`src/sv/cordic_ii_vectoring_angle_magnitude_macros.svh`:
```
// ----------------------------------------------------------------------------
// cvam assertion macros
// shared concurrent assertion forms for the cordic ii vectoring block
// ----------------------------------------------------------------------------
`ifndef CORDIC_II_VECTORING_ANGLE_MAGNITUDE_MACROS_SVH
`define CORDIC_II_VECTORING_ANGLE_MAGNITUDE_MACROS_SVH

// same-cycle implication, disabled while reset is asserted
`define CVAM_ASSERT_IMPL(lbl, clk, rst_n, ante, cons, msg) \
    lbl: assert property (@(posedge clk) disable iff (!rst_n) (ante) |-> (cons)) \
        else $error(msg);

// next-cycle implication, disabled while reset is asserted
`define CVAM_ASSERT_NEXT(lbl, clk, rst_n, ante, cons, msg) \
    lbl: assert property (@(posedge clk) disable iff (!rst_n) (ante) |=> (cons)) \
        else $error(msg);

`endif

```
`src/sv/cvam_pkg.sv`:
```
// ----------------------------------------------------------------------------
// cvam_pkg
// widths, stage constants and shared types of the cordic ii vectoring pipeline
// ----------------------------------------------------------------------------
`default_nettype none

package cvam_pkg;

    localparam int INPUT_WIDTH = 16;
    localparam int FRAC_BITS   = 16;
    localparam int ANG_W       = 26;
    localparam int MAG_W       = 24;
    localparam int MAG_SHIFT   = 8;

    // vector width: input scaled by 256, plus headroom for sqrt(2) growth and gain
    localparam int VW      = INPUT_WIDTH + MAG_SHIFT + 2;
    // numerator width of the divide-by-25 / divide-by-129 rotations
    localparam int FW      = VW + 8;
    localparam int DIV_K   = FW;
    localparam int RECIP_W = DIV_K - 4;
    localparam int QW      = FW - 4;
    localparam int PROD_W  = FW + RECIP_W;
    // numerator width of the power-of-two rotations (shift up to 13, coef up to 8)
    localparam int CHAIN_W = VW + 14;

    localparam int MICRO_RUN = 3;
    localparam int NANO_RUN  = 8;
    localparam int CHAIN_LEN = MICRO_RUN + 2 * NANO_RUN;

    localparam int MAG_MAX = (1 << MAG_W) - 1;
    localparam int SAT_W   = (VW > MAG_W + 1) ? VW : MAG_W + 1;

    localparam int IN_TDATA_W  = ((2 * INPUT_WIDTH + 7) / 8) * 8;
    localparam int OUT_TDATA_W = ((ANG_W + MAG_W + 7) / 8) * 8;

    localparam int DIV_FRIEND = 25;
    localparam int DIV_SCALED = 129;
    localparam longint unsigned RECIP_FRIEND = (64'd1 << DIV_K) / DIV_FRIEND;
    localparam longint unsigned RECIP_SCALED = (64'd1 << DIV_K) / DIV_SCALED;

    // stage angles in units of 1e-11 degree
    localparam longint unsigned ANG_UNIT   = 64'd100000000000;
    localparam longint unsigned A_FRIEND1  = 64'd3686989765770;
    localparam longint unsigned A_FRIEND2  = 64'd1626020469640;
    localparam longint unsigned A_SCALED   = 64'd712501637487;
    localparam longint unsigned A_MICRO32  = 64'd178991060651;
    localparam longint unsigned A_MICRO64  = 64'd89517370903;
    localparam longint unsigned A_MICRO128 = 64'd44761417085;
    localparam longint unsigned A_NANO1    = 64'd5595289191;
    localparam longint unsigned A_NANO2    = 64'd699411368;

    typedef enum logic [1:0] {
        QUAD_0,
        QUAD_90,
        QUAD_180,
        QUAD_270
    } t_quad;

    typedef enum logic [1:0] {
        ROT_FRIEND1,
        ROT_FRIEND2,
        ROT_SCALED
    } t_rot_kind;

    typedef struct packed {
        logic             valid;
        logic             cw;
        logic [ANG_W-1:0] ang;
    } t_side;

    typedef struct packed {
        t_side                  side;
        logic signed [VW-1:0]   x;
        logic signed [VW-1:0]   y;
    } t_vec;

    // degrees in 1e-11 units to 1/2^FRAC_BITS degree, rounded half up
    function automatic logic [ANG_W-1:0] to_fixed(input longint unsigned a);
        longint unsigned q;
        longint unsigned rem;
        longint unsigned f;
        q   = a / ANG_UNIT;
        rem = a % ANG_UNIT;
        f   = ((rem << FRAC_BITS) + ANG_UNIT / 2) / ANG_UNIT;
        return ANG_W'((q << FRAC_BITS) + f);
    endfunction

    localparam logic [ANG_W-1:0] ANG_Q90     = to_fixed(64'd90 * ANG_UNIT);
    localparam logic [ANG_W-1:0] ANG_Q180    = to_fixed(64'd180 * ANG_UNIT);
    localparam logic [ANG_W-1:0] ANG_Q270    = to_fixed(64'd270 * ANG_UNIT);
    localparam logic [ANG_W-1:0] ANG_FRIEND1 = to_fixed(A_FRIEND1);
    localparam logic [ANG_W-1:0] ANG_FRIEND2 = to_fixed(A_FRIEND2);
    localparam logic [ANG_W-1:0] ANG_SCALED  = to_fixed(A_SCALED);

    function automatic int rot_c(input t_rot_kind k);
        case (k)
            ROT_FRIEND1: return 20;
            ROT_FRIEND2: return 24;
            default:     return 128;
        endcase
    endfunction

    function automatic int rot_s(input t_rot_kind k);
        case (k)
            ROT_FRIEND1: return 15;
            ROT_FRIEND2: return 7;
            default:     return 16;
        endcase
    endfunction

    function automatic int rot_r(input t_rot_kind k);
        return (k == ROT_SCALED) ? DIV_SCALED : DIV_FRIEND;
    endfunction

    function automatic logic [ANG_W-1:0] rot_angle(input t_rot_kind k);
        case (k)
            ROT_FRIEND1: return ANG_FRIEND1;
            ROT_FRIEND2: return ANG_FRIEND2;
            default:     return ANG_SCALED;
        endcase
    endfunction

    // micro stages /32 /64 /128, then nano runs /1024 and /8192 with coef 8 down to 1
    function automatic int chain_shift(input int i);
        if (i < MICRO_RUN) return 5 + i;
        if (i < MICRO_RUN + NANO_RUN) return 10;
        return 13;
    endfunction

    function automatic int chain_coef(input int i);
        if (i < MICRO_RUN) return 1;
        if (i < MICRO_RUN + NANO_RUN) return MICRO_RUN + NANO_RUN - i;
        return MICRO_RUN + 2 * NANO_RUN - i;
    endfunction

    function automatic logic [ANG_W-1:0] chain_angle(input int i);
        longint unsigned c;
        c = longint'(chain_coef(i));
        if (i == 0) return to_fixed(A_MICRO32);
        if (i == 1) return to_fixed(A_MICRO64);
        if (i == 2) return to_fixed(A_MICRO128);
        if (i < MICRO_RUN + NANO_RUN) return to_fixed(c * A_NANO1);
        return to_fixed(c * A_NANO2);
    endfunction

endpackage

`default_nettype wire

```
`src/sv/cvam_quadrant.sv`:
```
// ----------------------------------------------------------------------------
// cvam_quadrant
// scales the input vector and applies the trivial 0/90/180/270 rotation
// ----------------------------------------------------------------------------
`default_nettype none

module cvam_quadrant import cvam_pkg::*; (
    input  logic                          i_clk,
    input  logic                          i_rst_n,
    input  logic                          i_en,
    input  logic                          i_valid,
    input  logic signed [INPUT_WIDTH-1:0] i_x_in,
    input  logic signed [INPUT_WIDTH-1:0] i_y_in,
    output t_vec                          o_vec
);

    logic signed [INPUT_WIDTH:0] w_xe, w_ye, w_ax, w_ay;
    logic signed [VW-1:0]        w_xs, w_ys;
    logic                        w_xbig;
    t_quad                       w_quad;

    logic signed [VW-1:0] n_x, n_y;
    logic [ANG_W-1:0]     n_ang;
    logic                 n_cw;

    logic                 r_valid;
    logic signed [VW-1:0] r_x, r_y;
    logic [ANG_W-1:0]     r_ang;
    logic                 r_cw;

    always_comb begin
        w_xe   = (INPUT_WIDTH + 1)'(i_x_in);
        w_ye   = (INPUT_WIDTH + 1)'(i_y_in);
        w_ax   = (w_xe < 0) ? -w_xe : w_xe;
        w_ay   = (w_ye < 0) ? -w_ye : w_ye;
        w_xbig = w_ax > w_ay;
        w_xs   = VW'(i_x_in) <<< MAG_SHIFT;
        w_ys   = VW'(i_y_in) <<< MAG_SHIFT;

        if (w_xe > 0 && w_xbig) begin
            w_quad = QUAD_0;
        end else if (w_xe <= 0 && w_xbig) begin
            w_quad = QUAD_180;
        end else if (w_ye > 0) begin
            w_quad = QUAD_90;
        end else begin
            w_quad = QUAD_270;
        end
    end

    always_comb begin
        unique case (w_quad)
            QUAD_90: begin
                n_x   = w_ys;
                n_y   = -w_xs;
                n_ang = ANG_Q90;
            end
            QUAD_180: begin
                n_x   = -w_xs;
                n_y   = -w_ys;
                n_ang = ANG_Q180;
            end
            QUAD_270: begin
                n_x   = -w_ys;
                n_y   = w_xs;
                n_ang = ANG_Q270;
            end
            default: begin
                n_x   = w_xs;
                n_y   = w_ys;
                n_ang = '0;
            end
        endcase
        // friend-angle direction is fixed here, before the first friend test
        n_cw = n_y > 0;
    end

    always_ff @(posedge i_clk) begin
        if (!i_rst_n) begin
            r_valid <= 1'b0;
        end else if (i_en) begin
            r_valid <= i_valid;
        end
    end

    always_ff @(posedge i_clk) begin
        if (i_en) begin
            r_x   <= n_x;
            r_y   <= n_y;
            r_ang <= n_ang;
            r_cw  <= n_cw;
        end
    end

    assign o_vec.side.valid = r_valid;
    assign o_vec.side.cw    = r_cw;
    assign o_vec.side.ang   = r_ang;
    assign o_vec.x          = r_x;
    assign o_vec.y          = r_y;

endmodule

`default_nettype wire

```
`config.mk`:
```
export PLATFORM = sky130hd
export DESIGN_NAME = cvam_quadrant
export DESIGN_NICKNAME = d
export VERILOG_FILES = /design/src/sv/cordic_ii_vectoring_angle_magnitude_macros.svh /design/src/sv/cvam_pkg.sv /design/src/sv/cvam_quadrant.sv
export SDC_FILE = /design/constraint.sdc
export NUM_CORES = 1
export LEC_CHECK = 0
export BUFFER_PORTS_ARGS = -buffer_cell sky130_fd_sc_hd__buf_4
export CORE_AREA = 2 2 67 132
export CTS_BUF_LIST = sky130_fd_sc_hd__clkbuf_4 sky130_fd_sc_hd__clkbuf_8
export DETAILED_ROUTE_END_ITERATION = 10
export DIE_AREA = 0 0 69 134
export PLACE_DENSITY = 0.81
export SYNTH_ARGS = -nofsm -noshare
export SYNTH_HDL_FRONTEND = slang
export SYNTH_SLANG_ARGS = --single-unit
export TNS_END_PERCENT = 1
```
`constraint.sdc`:
```
create_clock -name i_clk -period 8.47 [get_ports i_clk]
set_input_delay 1.2705 -clock i_clk [delete_from_list [all_inputs] [get_ports i_clk]]
set_output_delay 1.2705 -clock i_clk [all_outputs]
set_load 0.02 [all_outputs]
```
==> results of run 1 <==
[power by group through the flow]
stage / Combinational, mW / Clock [mW] / Sequential [mW]
after floorplan: 0.277 / 0 / 0.390
after global placement: 0.522 / 0 / 0.327
after detailed placement: 0.529 / 0 / 0.328
after CTS: 0.530 / 0.159 / 0.323
after global routing: 0.569 / 0.164 / 0.329
final: 0.541 / 0.157 / 0.322
[cells in the final DEF, fill, tap and decap left out, types with 8 or more instances in the layout]
cell,synthesis,routed
a21oi_1,23,23
a221o_1,9,9
buf_4,38,98
conb_1,1,34
edfxtp_1,43,43
ha_1,28,28
inv_1,30,30
nand2_1,50,50
nand3_1,9,9
nor2_1,40,40
nor3_1,9,9
o21ai_0,31,31
o221ai_1,8,8
or3_1,9,9
xnor2_1,37,37
xor2_1,10,10
[cells in the mapped netlist (all sizes together), types with 9 or more instances]
cell	n
a21oi	24
a221o	9
buf	47
clkbuf	27
edfxtp	43
ha	28
inv	30
nand2	50
nand3	9
nor2	40
nor3	11
o21ai	31
or3	10
xnor2	37
xor2	10
[flip-flops by register name (all words and copies together) (netlist names)]
name and flops:
r_x 18, r_valid 1, r_y 18, r_cw 1, r_ang 6
[kinds of logic after synthesis]
kind of cell | after synthesis | share of synthesized area (%)
adder cells (fa/ha/maj) | 28 | 8.023
flip-flops | 44 | 30.03
multiplexers | 4 | 0.9169
AO/OA/AOI/OAI | 121 | 19.57
AND/OR/NAND/NOR | 154 | 19.28
XOR/XNOR | 47 | 9.427
other | 1 | 0.08588
buffers and inverters | 104 | 12.66
[metal layers]
metal	vias up	routed length [µm]	GRT usage, %
met4	0	1122	24.51
met5	-	0	0
li1	1872	-	-
met2	309	6851	49.20
met1	1905	4476	30.66
met3	87	1223	3.381
[worst min-delay path: stages (launching register included)]
cell	delay, ns
dfxtp_1	0.34
mux2i_1	0.07
nor2b_1	0.09
[path summary, 6_finish.rpt]
| check | cells past startpoint | from | slack [ns] | end |
|---|---|---|---|---|
| max | 25 | i_y_in[1] | 0.96 | r_cw |
| min | 2 | r_valid | 0.54 | r_valid |
| max reg2reg | 2 | r_valid | 7.87 | r_valid |
| min reg2reg | 2 | r_valid | 0.54 | r_valid |
[cell type report]
| class | count | area share, % |
|---|---|---|
| well taps | 98 | 2.443 |
| multi-input cells | 388 | 52.32 |
| inverters | 30 | 2.243 |
| clock inverters | 3 | 0.8475 |
| repair buffers | 98 | 14.66 |
| flip-flops and latches | 44 | 26.12 |
| clock buffers | 5 | 1.371 |
[stage by stage]
| step | setup WS, ns | cell area [µm²] | cells | total power [mW] |
|---|---|---|---|---|
| 6_report | 0.9579 | 5020 | 666 | 1.020 |
| 5_1_grt | 0.6850 | 5020 | 666 | 1.061 |
| 4_1_cts | 1.144 | 5020 | 666 | 1.013 |
| 3_5_place_dp | 0.8504 | 4908 | 658 | 0.8568 |
| 3_3_place_gp | 0.8371 | 4908 | 658 | 0.8492 |
| 2_1_floorplan | 1.953 | 4491 | 536 | 0.6670 |
==> metrics.txt, run 1 <==
status completed; largest area contributor in the netlist edfxtp_1; crit path DAT about 7.6 ns; FF+latch area between 1000 and 1500 µm²; Slowest-stage cell, CP a2111oi_0; worst-path fanout max 24; post-synthesis sequential area ratio between 30% and 40%; WL final 13.67 mm; Data required, critical path approximately 8.5 ns; Multi-input gate area about 2600 µm²; share of the synthesized area in the top cell type about 30%; worst path bufs/invs 4; post-DR wirelength/cell about 20 µm; ratio of final minimum period to clock period a little under 90%; Placer Congestion 1.036; VDD IR max about 0.095 mV; Setup violations, final 0; chip height about 130 µm; row cnt between 40 and 50; Internal Power between 600 and 700 µW; Setup crit start kind input port; DRT iter0 DRCs 416; minimum clock period between 7 and 8 ns; Tot GR Track Use approximately 29%; Num CTS Buffers 5; setup tns final 0 ns; Core Util, Final 60.97%; Synth async-reset ratio 0%; first-pass GRT wire length 20.67 mm; Chip Width 69 µm; Synth Instances 503; CP max stage delay 0.85 ns; static leakage around 2.1 nW; Synth Warn # 0; H-Tree Depth 2; main flop type after synthesis edfxtp_1; critical path type input port to flip-flop; Sw Ratio about two fifths; cts repair resizes 0; Clock Path Buffers 2; post-route clock skew 0 ns; PwrDens 203.1 nW/µm²; CTS tree done; Setup Fix Bufs, Post-CTS 0; grt total ovfl 0; Distinct cells, synth 66; Mapped Area ~4400 µm²; Sequential Power Share about a third; Clk Latency, worst-skew pair roughly 0.30 ns; Max Fclk between 100 and 150 MHz; clock share of power between 10% and 20%; Comb pwr share between 50% and 60%; Worst Setup End Kind flip-flop; cell repeated most along the worst path nor2_1; die area approximately 9200 µm²; CP delay by family, top compound AO/OA/AOI/OAI gates; Vias/cell approximately 6.3; post-route DRC violation count 0; worst slew pin tran 1.018 ns; Min Hold Slack approximately 0.54 ns; NetSw roughly 420 µW; clock sink count 44; Post-synth EDFFs 43; Initial Util ~53%; Area growth syn-to-layout 14.96%; post-DP HPWL between 10 and 15 mm; RSZ-0062 raised after global routing no; initial antenna violation count 0; vias in the first global route roughly 4,000; Core ar. about 8000 µm²; Fin. Hold Viols 0; pin count of the biggest net entering global routing between 40 and 50; Ant. Diodes 0; IO Count around 120; Slew HR 31.89%; max-cap viol count 0; hold buffer count at cts 0; nets 631; Vias approximately 4,200; Antenna Nets Post-Route 0; share of layout cells above drive strength 1 a little over a fifth; Clk pin slew, worst setup/hold paths 0.08 ns; #FFs+latches synth 44; fill count between 700 and 800; synth top area cells edfxtp_1 (30%), ha_1 (8.0%), xnor2_1 (7.4%), buf_4 (6.5%), nand2_1 (4.3%); Post-Syn Area per Cell between 8 and 9 µm²; max-slew violation count 0; Clk Tree Root Cell clkbuf_8; Hold Path Class flip-flop to flip-flop; DR pass1 iterations 5; Port Buffers 81
Power figures use the tool's default switching activity.
==> run 2, diff against run 1 <==
- ABC_AREA: default -> 1
- CORE_AREA: 2 2 67 132 -> 2 2 69 136
- DIE_AREA: 0 0 69 134 -> 0 0 71 138
- PLACE_DENSITY: 0.81 -> 0.79
- clock period: 8.47 -> 6.65 ns (I/O delays scaled with it)
==> metrics.txt, run 2 <==
H-Tree Depth 2; fin worst setup slack ~0.8 ns; hold_sp r_valid; Distinct cells, synth 42; Tot GR Track Use around 28%; DR pass1 iterations 6; main flop type after synthesis edfxtp_1; worst slack at placement between 0.6 and 0.7 ns; clock share of power 18.7%; Clk Latency, worst-skew pair 0.30 ns; #FFs+latches synth 44; Ant. Diodes 0; cts repair resizes 0; Sw Ratio 39.98%; minimum clock period ~6 ns; Core ar. around 9000 µm²; Post-Syn Area per Cell between 7 and 8 µm²; Post-synth EDFFs 43; Vias/cell 5.636; post-DP HPWL 10.93 mm; Placer Congestion about 1.0; WL final 13.59 mm; die area 9798 µm²; worst slew pin tran about 0.64 ns; NetSw roughly 450 µW; reg2reg setup slack approximately 6 ns; worst-path fanout max 13; clock sink count 44; Vias approximately 4,400; Hold Path Class flip-flop to flip-flop; Fin. Hold Viols 0; Comb pwr share a little under half; static leakage about 2.4 nW; synth top area cells edfxtp_1 (30%), nand2_1 (14%), ha_1 (8.2%), buf_4 (6.8%), inv_1 (6.1%); most frequent cells in the layout nand2_1 (155), buf_4 (89), inv_1 (69); end point of the critical path r_cw; hold buffer count at cts 0; Slew HR 57.36%; Antenna Nets Post-Route 0; share of the synthesized area in the top cell type 30.18%; grt total ovfl 0; largest area contributor in the netlist edfxtp_1; Clk Tree Root Cell clkbuf_8; Num CTS Buffers 5; initial antenna violation count 0; Clock Path Buffers 2; FF-to-FF End r_valid; Critical path origin i_y_in[0]; WHS Path Cells 2; crit path DAT about 6 ns; ratio of final minimum period to clock period around 88%; Port Buffers 81; Internal Power between 600 and 700 µW; setup tns final 0 ns; critical path type input port to flip-flop; post-DR wirelength/cell about 18 µm; worst r2r src r_valid; worst r2r path cells 2; nets around 740; status completed; post-synthesis sequential area ratio about 31%; pin count of the biggest net entering global routing 46; Data required, critical path slightly below 7 ns; PwrDens between 200 and 250 nW/µm²; Worst Setup End Kind flip-flop; IO Count around 120; Sequential Power Share between 30% and 40%; Inst Count DP 767; share of layout cells above drive strength 1 between 20% and 30%; Setup Fix Bufs, Post-CTS 0; Mapped Area approximately 4300 µm²; Total Power about 1.1 mW; commonest non-fill, non-tap cell in the layout nand2_1; Core Util, Final between 50 and 60%; post-route clock skew 0 ns; vias in the first global route 4,272; Setup violations, final 0; RSZ-0062 raised after global routing no; DRT iter0 DRCs 345; Largest regs r_x (18), r_y (18), r_ang (6); first-pass GRT wire length between 20 and 25 mm; Chip Width around 70 µm; row cnt between 40 and 50; max-slew violation count 0; Clk pin slew, worst setup/hold paths 0.08 ns; post-route DRC violation count 0; Slowest-stage cell, CP nor2_2; VDD IR max roughly 0.1 mV; Synth Instances 598; Initial Util 48.14%; Cell Count, Final, Fillers Out 775; Synth async-reset ratio 0%; max-cap viol count 0; chip height about 140 µm; Setup crit start kind input port; top cells by count, synth nand2_1 (155), inv_1 (69), nor2_1 (48); Synth Warn # 0; Area growth syn-to-layout 16.05%; CTS tree done; most common cell in the netlist nand2_1; Max Fclk 171.3 MHz; CP max stage delay 0.58 ns
run 2: cell types whose count changed after synthesis, moves of 12 or more:
cell / change
clkbuf_1: -16
nand4_1: +12
inv_1: +39
nand2_1: +105
nand3_1: +16
xnor2_1: -35
run 2: power by group through the flow:
stage | sequential (mW) | combinational (mW) | clock, mW
CTS | 0.392 | 0.517 | 0.210
floorplan | 0.460 | 0.265 | 0
finish | 0.391 | 0.523 | 0.210
detailed placement | 0.398 | 0.515 | 0
global placement | 0.396 | 0.509 | 0
global route | 0.397 | 0.563 | 0.221
run 2: cell type report:
type                    instances  area (µm²)
fillers                       859        3924
multi-input cells             453        2435
flip-flops and latches         44        1311
repair buffers                 90       688.2
inverters                      78       292.8
well taps                     102       127.6
clock buffers                   6       76.32
clock inverters                 2       35.03
run 2: cells by family after synthesis:
logic type | count (synthesis) | share of synthesized area [%]
buffers and inverters | 134 | 15.35
DFF | 44 | 30.64
adders and majority gates | 28 | 8.187
other | 1 | 0.08764
xor gates and xnor gates | 10 | 2.047
and+or+nand+nor | 281 | 29.88
AOI/OAI and AO/OA | 100 | 13.80
run 2: per-stage QoR:
stage                     hold WS (ns)  cell area, µm²
final                           0.5495            4966
after detailed placement        0.5318            4855
after CTS                       0.5484            4966
after global routing            0.6090            4966
after floorplan                 0.5021            4403
after global placement          0.5250            4855
run 2: how the worst min path moves through the flow:
stage	to	slack [ns]
floorplan	r_valid	0.50
global placement	r_valid	0.53
detailed placement	r_valid	0.53
CTS	r_valid	0.55
global route	r_valid	0.61
finish	r_valid	0.55
run 2: routing by layer:
layer  up-vias  global-route usage, %  wire (µm)
li1       2073                      -          -
met1      1962                  31.44       4809
met2       272                  48.16       6825
met3        61                  2.843       1013
met4         0                  18.57        940
met5         -                      0          0
run 2: worst max-delay path, delay by kind of cell:
kind / cells / cell delay, ns
AND/OR/NAND/NOR: 18 / 2.72
XOR/XNOR: 1 / 0.31
adder cells (fa/ha/maj): 3 / 0.89
AO/OA/AOI/OAI: 3 / 0.38
buffers and inverters: 5 / 0.65
